File: config.mk
export PLATFORM = sky130hd
export DESIGN_NAME = sliding_window_anagram_finder
export DESIGN_NICKNAME = d
export VERILOG_FILES = /design/src/swaf_pkg.sv /design/src/sliding_window_anagram_finder.sv /design/src/swaf_ram.sv /design/src/swaf_hist.sv
export VERILOG_INCLUDE_DIRS = /design/src /design/src/src
export SDC_FILE = /design/constraint.sdc
export NUM_CORES = 2
export LEC_CHECK = 0
export ABC_AREA = 1
export ABC_CLOCK_PERIOD_IN_PS = 10100
export BUFFER_PORTS_ARGS = -buffer_cell sky130_fd_sc_hd__buf_4
export CORE_MARGIN = 2
export CORE_UTILIZATION = 38
export DETAILED_ROUTE_END_ITERATION = 8
export PLACE_DENSITY = 0.58
export SYNTH_ARGS = -nofsm -noshare
export SYNTH_HDL_FRONTEND = slang
export SYNTH_SLANG_ARGS = --single-unit
File: constraint.sdc
create_clock -name clk -period 10.1 [get_ports clk]
set_input_delay 2.02 -clock clk [delete_from_list [all_inputs] [get_ports clk]]
set_output_delay 2.02 -clock clk [all_outputs]
set_load 0.1 [all_outputs]
File: src/sliding_window_anagram_finder_assert.svh
// Assertion macros shared by the anagram finder RTL.
`ifndef SLIDING_WINDOW_ANAGRAM_FINDER_ASSERT_SVH
`define SLIDING_WINDOW_ANAGRAM_FINDER_ASSERT_SVH
`ifndef SYNTHESIS
// A condition that must hold on every clock edge out of reset.
`define SWAF_ASSERT_HOLD(lbl, clk, rst_n, cond, msg) \
  lbl: assert property (@(posedge clk) disable iff (!rst_n) (cond)) else $error(msg);
// An implication that is checked in the same cycle.
`define SWAF_ASSERT_IMPLY(lbl, clk, rst_n, pre, post, msg) \
  lbl: assert property (@(posedge clk) disable iff (!rst_n) (pre) |-> (post)) else $error(msg);
`else
`define SWAF_ASSERT_HOLD(lbl, clk, rst_n, cond, msg)
`define SWAF_ASSERT_IMPLY(lbl, clk, rst_n, pre, post, msg)
`endif
`endif

File: src/swaf_pkg.sv
// Shared types and constants for the sliding window anagram finder.
`timescale 1ns / 1ps
`default_nettype none
package swaf_pkg;

  localparam int MAX_PATTERN_DEF = 64;
  localparam int ALPHABET_DEF    = 26;

  localparam int ACTION_W     = 2;
  localparam int LETTER_W     = 5;
  localparam int LETTER_CODES = 1 << LETTER_W;
  localparam int POS_W        = 32;

  // Action codes; the fourth code is ignored
  localparam logic [ACTION_W-1:0] ACT_CLEAR  = 2'd0;
  localparam logic [ACTION_W-1:0] ACT_APPEND = 2'd1;
  localparam logic [ACTION_W-1:0] ACT_TEXT   = 2'd2;

  typedef struct packed {
    logic [ACTION_W-1:0] action;
    logic [LETTER_W-1:0] letter;
  } in_item_t;

  typedef struct packed {
    logic             match;
    logic [POS_W-1:0] start_index;
    logic             pattern_overflow;
  } out_item_t;

  // Histogram update controls for one item
  typedef struct packed {
    logic clear;      // zero both histograms
    logic restart;    // zero the window histogram
    logic pat_add;    // count add_idx into the pattern
    logic text_add;   // count add_idx into the window
    logic text_drop;  // remove drop_idx from the window
  } hist_ctl_t;

endpackage
`default_nettype wire

File: src/sliding_window_anagram_finder.sv
// Sliding window anagram finder top level.
// Input channel (in_valid/in_stall/in_data) carries one action per transfer:
// clear, append a pattern letter, or stream a text letter. Each text letter
// gives exactly one result transfer on the output channel
// (out_valid/out_stall/out_data): a match flag, the window start index
// (zero unless matched) and the sticky pattern overflow flag. Clear and
// append transfers give no result.
// A result passes through the input register, then the result register.
// Throughput: one item per cycle while no stalled result holds back a text
// letter, set by the histogram lane update and the ring read that is fetched
// ahead from the next write pointer.
// Reset (rst_n low, synchronous) empties the pattern, the window and the
// overflow flag at once; no clearing pass, items are taken on the next cycle.
// While out_stall holds a result, the block keeps taking clear and append
// transfers and one more text letter, which then waits in the input
// register and raises in_stall until the result register frees up.
`timescale 1ns / 1ps
`default_nettype none
`include "sliding_window_anagram_finder_assert.svh"
module sliding_window_anagram_finder #(
  parameter int MAX_PATTERN = swaf_pkg::MAX_PATTERN_DEF,
  parameter int ALPHABET    = swaf_pkg::ALPHABET_DEF
) (
  input  wire logic                clk,
  input  wire logic                rst_n,
  input  wire logic                in_valid,
  output logic                     in_stall,
  input  wire swaf_pkg::in_item_t  in_data,
  output logic                     out_valid,
  input  wire logic                out_stall,
  output swaf_pkg::out_item_t      out_data
);
  import swaf_pkg::*;

  localparam int PTR_W = (MAX_PATTERN > 1) ? $clog2(MAX_PATTERN) : 1;
  localparam int CNT_W = $clog2(MAX_PATTERN + 1);
  localparam int IDX_W = $clog2(ALPHABET);

  // input register
  logic       in_vld_r;
  in_item_t   in_r;
  // result register
  logic       out_vld_r;
  out_item_t  out_r;
  // window state
  logic [CNT_W-1:0] plen_r, plen_nxt;
  logic [CNT_W-1:0] fill_r, fill_nxt;
  logic [PTR_W-1:0] wr_r, wr_nxt;
  logic [POS_W-1:0] tpos_r, tpos_nxt;
  logic             ovf_r, ovf_nxt;
  // ring read path
  logic             byp_r;
  logic [IDX_W-1:0] byp_data_r;
  logic [IDX_W-1:0] ram_q;
  logic [CNT_W:0]   rd_sum, rd_wrap;
  logic [PTR_W-1:0] rd_addr;
  logic             ram_we;
  // item decode
  logic [IDX_W-1:0] lmap [LETTER_CODES];
  logic [IDX_W-1:0] idx, oldest;
  logic             act_text, out_free, fire;
  logic             do_clear, do_append, do_text, text_live;
  logic             pat_room, win_full;
  logic             all_eq_nxt, match_nxt;
  logic [POS_W-1:0] start_nxt;
  hist_ctl_t        hctl;

  // letter code reduced modulo the alphabet size
  for (genvar g = 0; g < LETTER_CODES; g++) begin : g_lmap
    assign lmap[g] = IDX_W'(g % ALPHABET);
  end

  // flow control: a text letter waits only on a full, stalled result register
  assign idx      = lmap[in_r.letter];
  assign act_text = (in_r.action == ACT_TEXT);
  assign out_free = !out_vld_r || !out_stall;
  assign fire     = in_vld_r && (!act_text || out_free);
  assign in_stall = in_vld_r && !fire;

  assign do_clear  = fire && (in_r.action == ACT_CLEAR);
  assign do_append = fire && (in_r.action == ACT_APPEND);
  assign do_text   = fire && act_text;
  assign text_live = do_text && (plen_r != '0);
  assign pat_room  = (plen_r != CNT_W'(MAX_PATTERN));
  assign win_full  = (fill_r == plen_r);
  assign oldest    = byp_r ? byp_data_r : ram_q;

  // next window state
  always_comb begin
    plen_nxt = plen_r;
    fill_nxt = fill_r;
    wr_nxt   = wr_r;
    tpos_nxt = tpos_r;
    ovf_nxt  = ovf_r;
    if (do_clear) begin
      plen_nxt = '0;
      fill_nxt = '0;
      wr_nxt   = '0;
      tpos_nxt = '0;
      ovf_nxt  = 1'b0;
    end else if (do_append) begin
      if (pat_room) begin
        plen_nxt = plen_r + CNT_W'(1);
      end else begin
        ovf_nxt = 1'b1;
      end
      fill_nxt = '0;
      wr_nxt   = '0;
      tpos_nxt = '0;
    end else if (do_text) begin
      tpos_nxt = tpos_r + POS_W'(1);
      if (plen_r != '0) begin
        if (!win_full) begin
          fill_nxt = fill_r + CNT_W'(1);
        end
        wr_nxt = (wr_r == PTR_W'(MAX_PATTERN - 1)) ? '0 : wr_r + PTR_W'(1);
      end
    end
  end

  // result of the current text letter
  assign match_nxt = text_live && (fill_nxt == plen_r) && all_eq_nxt;
  assign start_nxt = match_nxt ? (tpos_r + POS_W'(1) - POS_W'(plen_r)) : '0;

  // histogram lanes
  assign hctl.clear     = do_clear;
  assign hctl.restart   = do_append;
  assign hctl.pat_add   = do_append && pat_room;
  assign hctl.text_add  = text_live;
  assign hctl.text_drop = text_live && win_full;

  swaf_hist #(
    .ALPHABET (ALPHABET),
    .CNT_W    (CNT_W),
    .IDX_W    (IDX_W)
  ) u_hist (
    .clk        (clk),
    .rst_n      (rst_n),
    .ctl        (hctl),
    .add_idx    (idx),
    .drop_idx   (oldest),
    .all_eq_nxt (all_eq_nxt)
  );

  // ring of window letters; oldest entry fetched from the next pointer state
  assign ram_we  = text_live;
  assign rd_sum  = (CNT_W+1)'(wr_nxt) + (CNT_W+1)'(MAX_PATTERN) - (CNT_W+1)'(plen_nxt);
  assign rd_wrap = (rd_sum >= (CNT_W+1)'(MAX_PATTERN)) ? rd_sum - (CNT_W+1)'(MAX_PATTERN)
                                                       : rd_sum;
  assign rd_addr = rd_wrap[PTR_W-1:0];

  swaf_ram #(
    .WIDTH (IDX_W),
    .DEPTH (MAX_PATTERN),
    .AW    (PTR_W)
  ) u_ring (
    .clk   (clk),
    .we    (ram_we),
    .waddr (wr_r),
    .wdata (idx),
    .raddr (rd_addr),
    .rdata (ram_q)
  );

  // control state
  always_ff @(posedge clk) begin
    if (!rst_n) begin
      in_vld_r  <= 1'b0;
      out_vld_r <= 1'b0;
      plen_r    <= '0;
      fill_r    <= '0;
      wr_r      <= '0;
      tpos_r    <= '0;
      ovf_r     <= 1'b0;
      byp_r     <= 1'b0;
    end else begin
      if (!in_stall) begin
        in_vld_r <= in_valid;
      end
      if (do_text) begin
        out_vld_r <= 1'b1;
      end else if (!out_stall) begin
        out_vld_r <= 1'b0;
      end
      plen_r <= plen_nxt;
      fill_r <= fill_nxt;
      wr_r   <= wr_nxt;
      tpos_r <= tpos_nxt;
      ovf_r  <= ovf_nxt;
      // same-address write and read: forward the new letter
      byp_r  <= ram_we && (wr_r == rd_addr);
    end
  end

  // payload registers
  always_ff @(posedge clk) begin
    if (in_valid && !in_stall) begin
      in_r <= in_data;
    end
    if (do_text) begin
      out_r.match            <= match_nxt;
      out_r.start_index      <= start_nxt;
      out_r.pattern_overflow <= ovf_r;
    end
    byp_data_r <= idx;
  end

  assign out_valid = out_vld_r;
  assign out_data  = out_r;

  // window fill never runs past the pattern length
  `SWAF_ASSERT_HOLD(a_fill_bound, clk, rst_n, fill_r <= plen_r, "window fill exceeds pattern")
  // until the window fills, the ring pointer tracks the fill count
  `SWAF_ASSERT_IMPLY(a_ptr_fill, clk, rst_n, fill_r != plen_r, CNT_W'(wr_r) == fill_r, "ring pointer out of step")
  // overflow is only possible with a full pattern
  `SWAF_ASSERT_IMPLY(a_ovf_full, clk, rst_n, ovf_r, plen_r == CNT_W'(MAX_PATTERN), "overflow without full pattern")

endmodule
`default_nettype wire

File: src/swaf_ram.sv
// Generic single-port-write, single-port-read RAM with registered read data.
`timescale 1ns / 1ps
`default_nettype none
module swaf_ram #(
  parameter int WIDTH = 8,
  parameter int DEPTH = 64,
  parameter int AW    = (DEPTH > 1) ? $clog2(DEPTH) : 1
) (
  input  wire logic             clk,
  input  wire logic             we,
  input  wire logic [AW-1:0]    waddr,
  input  wire logic [WIDTH-1:0] wdata,
  input  wire logic [AW-1:0]    raddr,
  output logic      [WIDTH-1:0] rdata
);

  logic [WIDTH-1:0] mem [DEPTH];

  // Read-first: a same-address write shows up on the next read
  always_ff @(posedge clk) begin
    if (we) begin
      mem[waddr] <= wdata;
    end
    rdata <= mem[raddr];
  end

endmodule
`default_nettype wire

File: src/swaf_hist.sv
// Pattern and window letter histograms, one lane per letter, with match compare.
`timescale 1ns / 1ps
`default_nettype none
module swaf_hist #(
  parameter int ALPHABET = 26,
  parameter int CNT_W    = 7,
  parameter int IDX_W    = 5
) (
  input  wire logic                clk,
  input  wire logic                rst_n,
  input  wire swaf_pkg::hist_ctl_t ctl,
  input  wire logic [IDX_W-1:0]    add_idx,
  input  wire logic [IDX_W-1:0]    drop_idx,
  output logic                     all_eq_nxt
);
  import swaf_pkg::*;

  logic [CNT_W-1:0]    pc_r   [ALPHABET];
  logic [CNT_W-1:0]    pc_nxt [ALPHABET];
  logic [CNT_W-1:0]    wc_r   [ALPHABET];
  logic [CNT_W-1:0]    wc_nxt [ALPHABET];
  logic [ALPHABET-1:0] eq_nxt;

  for (genvar k = 0; k < ALPHABET; k++) begin : g_lane
    logic hit_add;
    logic hit_drop;

    assign hit_add  = (add_idx == IDX_W'(k));
    // an empty count stays at zero on a drop
    assign hit_drop = ctl.text_drop && (drop_idx == IDX_W'(k)) && (wc_r[k] != '0);

    // lane update
    always_comb begin
      pc_nxt[k] = pc_r[k];
      wc_nxt[k] = wc_r[k];
      if (ctl.clear) begin
        pc_nxt[k] = '0;
        wc_nxt[k] = '0;
      end else if (ctl.restart) begin
        wc_nxt[k] = '0;
        if (ctl.pat_add && hit_add) begin
          pc_nxt[k] = pc_r[k] + CNT_W'(1);
        end
      end else if (ctl.text_add) begin
        wc_nxt[k] = wc_r[k] + CNT_W'(hit_add) - CNT_W'(hit_drop);
      end
    end

    assign eq_nxt[k] = (wc_nxt[k] == pc_nxt[k]);

    always_ff @(posedge clk) begin
      if (!rst_n) begin
        pc_r[k] <= '0;
        wc_r[k] <= '0;
      end else begin
        pc_r[k] <= pc_nxt[k];
        wc_r[k] <= wc_nxt[k];
      end
    end
  end

  // window is an anagram when every lane agrees
  assign all_eq_nxt = &eq_nxt;

endmodule
`default_nettype wire

==> impl_metrics.csv <==
group,metric,value,unit
run_status,outcome,"finished, final reports clean",
routing,wl_per_cell,19.2,microns
timing,worst_slack,3440,ps
routing,vias,43110,
finish,diodes,0,
placement,place_inst,7987,
timing,finalSetupViolations,0,
worst_setup_path,critPathMaxFanout,33,
global_routing,antenna_found_initial,3,
routing,wl,157000,microns
worst_setup_path,critPathTopFamily,"simple AND/OR/NAND/NOR gates",
placement,post-place-ws,2830,ps
timing,fin_crit_sh,0.660,
floorplanning,dieArea,130000,sq um
synthesis,synth_seq_area_share,0.403,
routing,viasPerCell,5.28,
power,p_clk_frac,0.455,
power,power.internal,0.00555,W
min_path,min_path_type,"reg -> reg",
clock_network,path_clk_slew,60,ps
timing,relSlewSlack,0.310,
routing,dr.pass1.iters,9,
synthesis,avgSynthCellArea,7.43,sq um
synthesis,synth_fp_nets,6804,
floorplanning,die_w,360,microns
power,powerDensity,143,nW/um^2
clock_network,clk_path_buf_depth,3,
synthesis,synth_top_flop_cell,"dfxtp_1",
finish,finalNonFillerCells,8159,
synthesis,yosys_warnings,0,
clock_network,post_cts_buffers,0,
power,combinationalPowerShare,0.100,
worst_setup_path,cp-end-kind,"register",
clock_network,root_buffer,"clkbuf_16",
worst_setup_path,required,10640,ps
timing,rsz0062_at_grt,"false",
finish,finalInstanceArea,53200,sq um
clock_network,cts_hold_buf,0,
power,ir_worst_vdd,0.131,mV
synthesis,synth_area,48200,sq um
routing,initialDrtViolationCount,3925,
clock_network,cts_made_buffers,93,
floorplanning,num_rows,130,
clock_network,clk_latency,730,ps
clock_network,h-tree-depth,3,
worst_setup_path,cp_common_cell,"nor2_1",
worst_setup_path,critPathArrivalTime,7210,ps
flow_run,maxCapViolations,0,
floorplanning,die_h,360,microns
timing,max_freq,150,MHz
power,power.share.sequential,0.445,
global_routing,grt_pass1_wl,239000,microns
finish,syn2layout_area_growth,10.4,%
worst_setup_path,slowest_delay,610,ps
worst_setup_path,crit_buf_inv,7,
global_routing,grt_pass1_vias,40200,
power,switching_share,0.272,
placement,place_area,50100,sq um
synthesis,ys_seq_elements,791,
worst_setup_path,cp_slowest_cell,"a21oi_1",
clock_network,cts_tree,"done",
worst_setup_path,crit_type,"in -> reg",
global_routing,track_usage,0.236,
placement,portBuffers,46,
finish,final_util,0.423,
routing,ant_nets,0,
synthesis,ys_async_sr_fraction,0,
clock_network,cts.sinks,791,
finish,layout_commonest_cell,"nand2_1",
global_routing,grt_remaining_overflow,0,
power,p_leak,22.4,nW
worst_setup_path,startpoint_type,"primary input",
placement,finalWeightedCongestion,1.00,
timing,skew,56.6,ps
synthesis,netlist-cell-type-count,52,
timing,tns,0,ps
floorplanning,core,126000,sq um
global_routing,grt_start_max_net_pins,142,
finish,drive_gt1_frac,0.0485,
power,switching_power,0.00208,W
floorplanning,ioPinCount,47,
timing,min_period,6660,ps
floorplanning,start_util,0.383,
placement,hpwl,110000,microns
synthesis,synth-edff-count,361,
finish,layout_common_cells,"nand2_1 (1,244), nor2_1 (1,070), inv_1 (787)",
clock_network,cts-resized-gates,0,
finish,finalNetCount,6748,
synthesis,synthCells,6488,
timing,tightestPinTransition,1030,ps
routing,drcViolationCount,0,
timing,maxSlewViolCount,0,
timing,final_hold_viol_count,0,
[metrics by stage]
stage / hold slack, ps / power, W
2_1_floorplan: 409 / 0.00392
3_3_place_gp: 490 / 0.00421
3_5_place_dp: 493 / 0.00421
4_1_cts: 503 / 0.00767
5_1_grt: 534 / 0.00787
6_report: 508 / 0.00763
[sequential cells by signal (all words and copies together) (netlist names)]
register	flops
u_ring.rdata	5
wr_r	6
plen_r	7
in_vld_r	1
byp_data_r	5
u_ring.mem	320
u_hist.pc_r	182
ovf_r	1
in_r	7
out_valid	1
fill_r	7
byp_r	1
tpos_r	32
out_data	34
u_hist.wc_r	182
[routing by layer]
metal / track usage / routed length (microns) / vias to the layer above
met3: 0.0343 / 9880 / 267
met2: 0.380 / 70300 / 1307
met1: 0.318 / 69800 / 20364
met4: 0.0970 / 6900 / 2
met5: 0 / 19 / -
li1: - / - / 21170
[worst min-delay path, delay by kind of cell, from the launching register on]
kind	cells	cell delay (ps)
compound gates	1	60
buf+inv	1	80
flops	1	330
[worst paths after layout]
| path | from | endpoint | slack, ps | cells after the start |
|---|---|---|---|---|
| worst min register to register | tpos_r[1] | tpos_r[1] | 510 | 2 |
| worst max-delay path | out_stall | out_data[15] | 3440 | 28 |
| worst min-delay path | tpos_r[1] | tpos_r[1] | 510 | 2 |
| worst max register to register | plen_r[0] | out_data[15] | 3680 | 30 |
[layout make-up]
cell class              count  area [sq um]
well taps                1650          2060
flip-flops and latches    791         19400
inverters                 815          3080
repair buffers             92           753
multi-input cells        4639         24800
fillers                 12784         72500
clock inverters            49           573
clock buffers             123          2550
[cells by family (layout without fill, tap and decap cells)]
| kind of cell | count (synthesis) | count (layout) | synth area share |
|---|---|---|---|
| adders and majority gates | 305 | 305 | 0.0835 |
| DFF | 791 | 791 | 0.403 |
| buffers and inverters | 1058 | 1079 | 0.0844 |
| and+or+nand+nor | 3237 | 3237 | 0.286 |
| xor gates and xnor gates | 286 | 286 | 0.0520 |
| AOI/OAI and AO/OA | 811 | 811 | 0.0902 |
[power groups by stage]
stage                     Sequential (W)  Combinational [W]  Clock (W)
after floorplan                  0.00348           0.000437          0
after global placement           0.00347           0.000747          0
after detailed placement         0.00347           0.000749          0
after CTS                        0.00340           0.000753    0.00352
after global routing             0.00340           0.000824    0.00365
final                            0.00340           0.000760    0.00347
[synth_stat cells (7+ instances only)]
library cell | instances | share of area
clkbuf_1 | 143 | 0.011
nand3b_1 | 40 | 0.0062
edfxtp_1 | 361 | 0.22
nor4_1 | 37 | 0.0048
inv_1 | 791 | 0.062
buf_1 | 26 | 0.0020
nand3_1 | 532 | 0.055
or2_2 | 16 | 0.0021
dfxtp_1 | 430 | 0.18
nand4_1 | 162 | 0.021
a21oi_1 | 265 | 0.028
xor2_1 | 190 | 0.035
o21ai_1 | 29 | 0.0030
xnor2_1 | 96 | 0.017
o211ai_1 | 20 | 0.0031
nor3_1 | 84 | 0.0087
nor2_2 | 15 | 0.0019
ha_1 | 277 | 0.072
o21bai_1 | 16 | 0.0025
nand2_2 | 7 | 0.00091
o21ai_0 | 371 | 0.039
fa_1 | 28 | 0.012
inv_2 | 17 | 0.0013
buf_2 | 71 | 0.0074
nand2_1 | 1247 | 0.097
nor2_1 | 1072 | 0.083
o22ai_1 | 79 | 0.010
clkinv_1 | 7 | 0.00055
No activity file was read; power rests on OpenSTA's default activity.
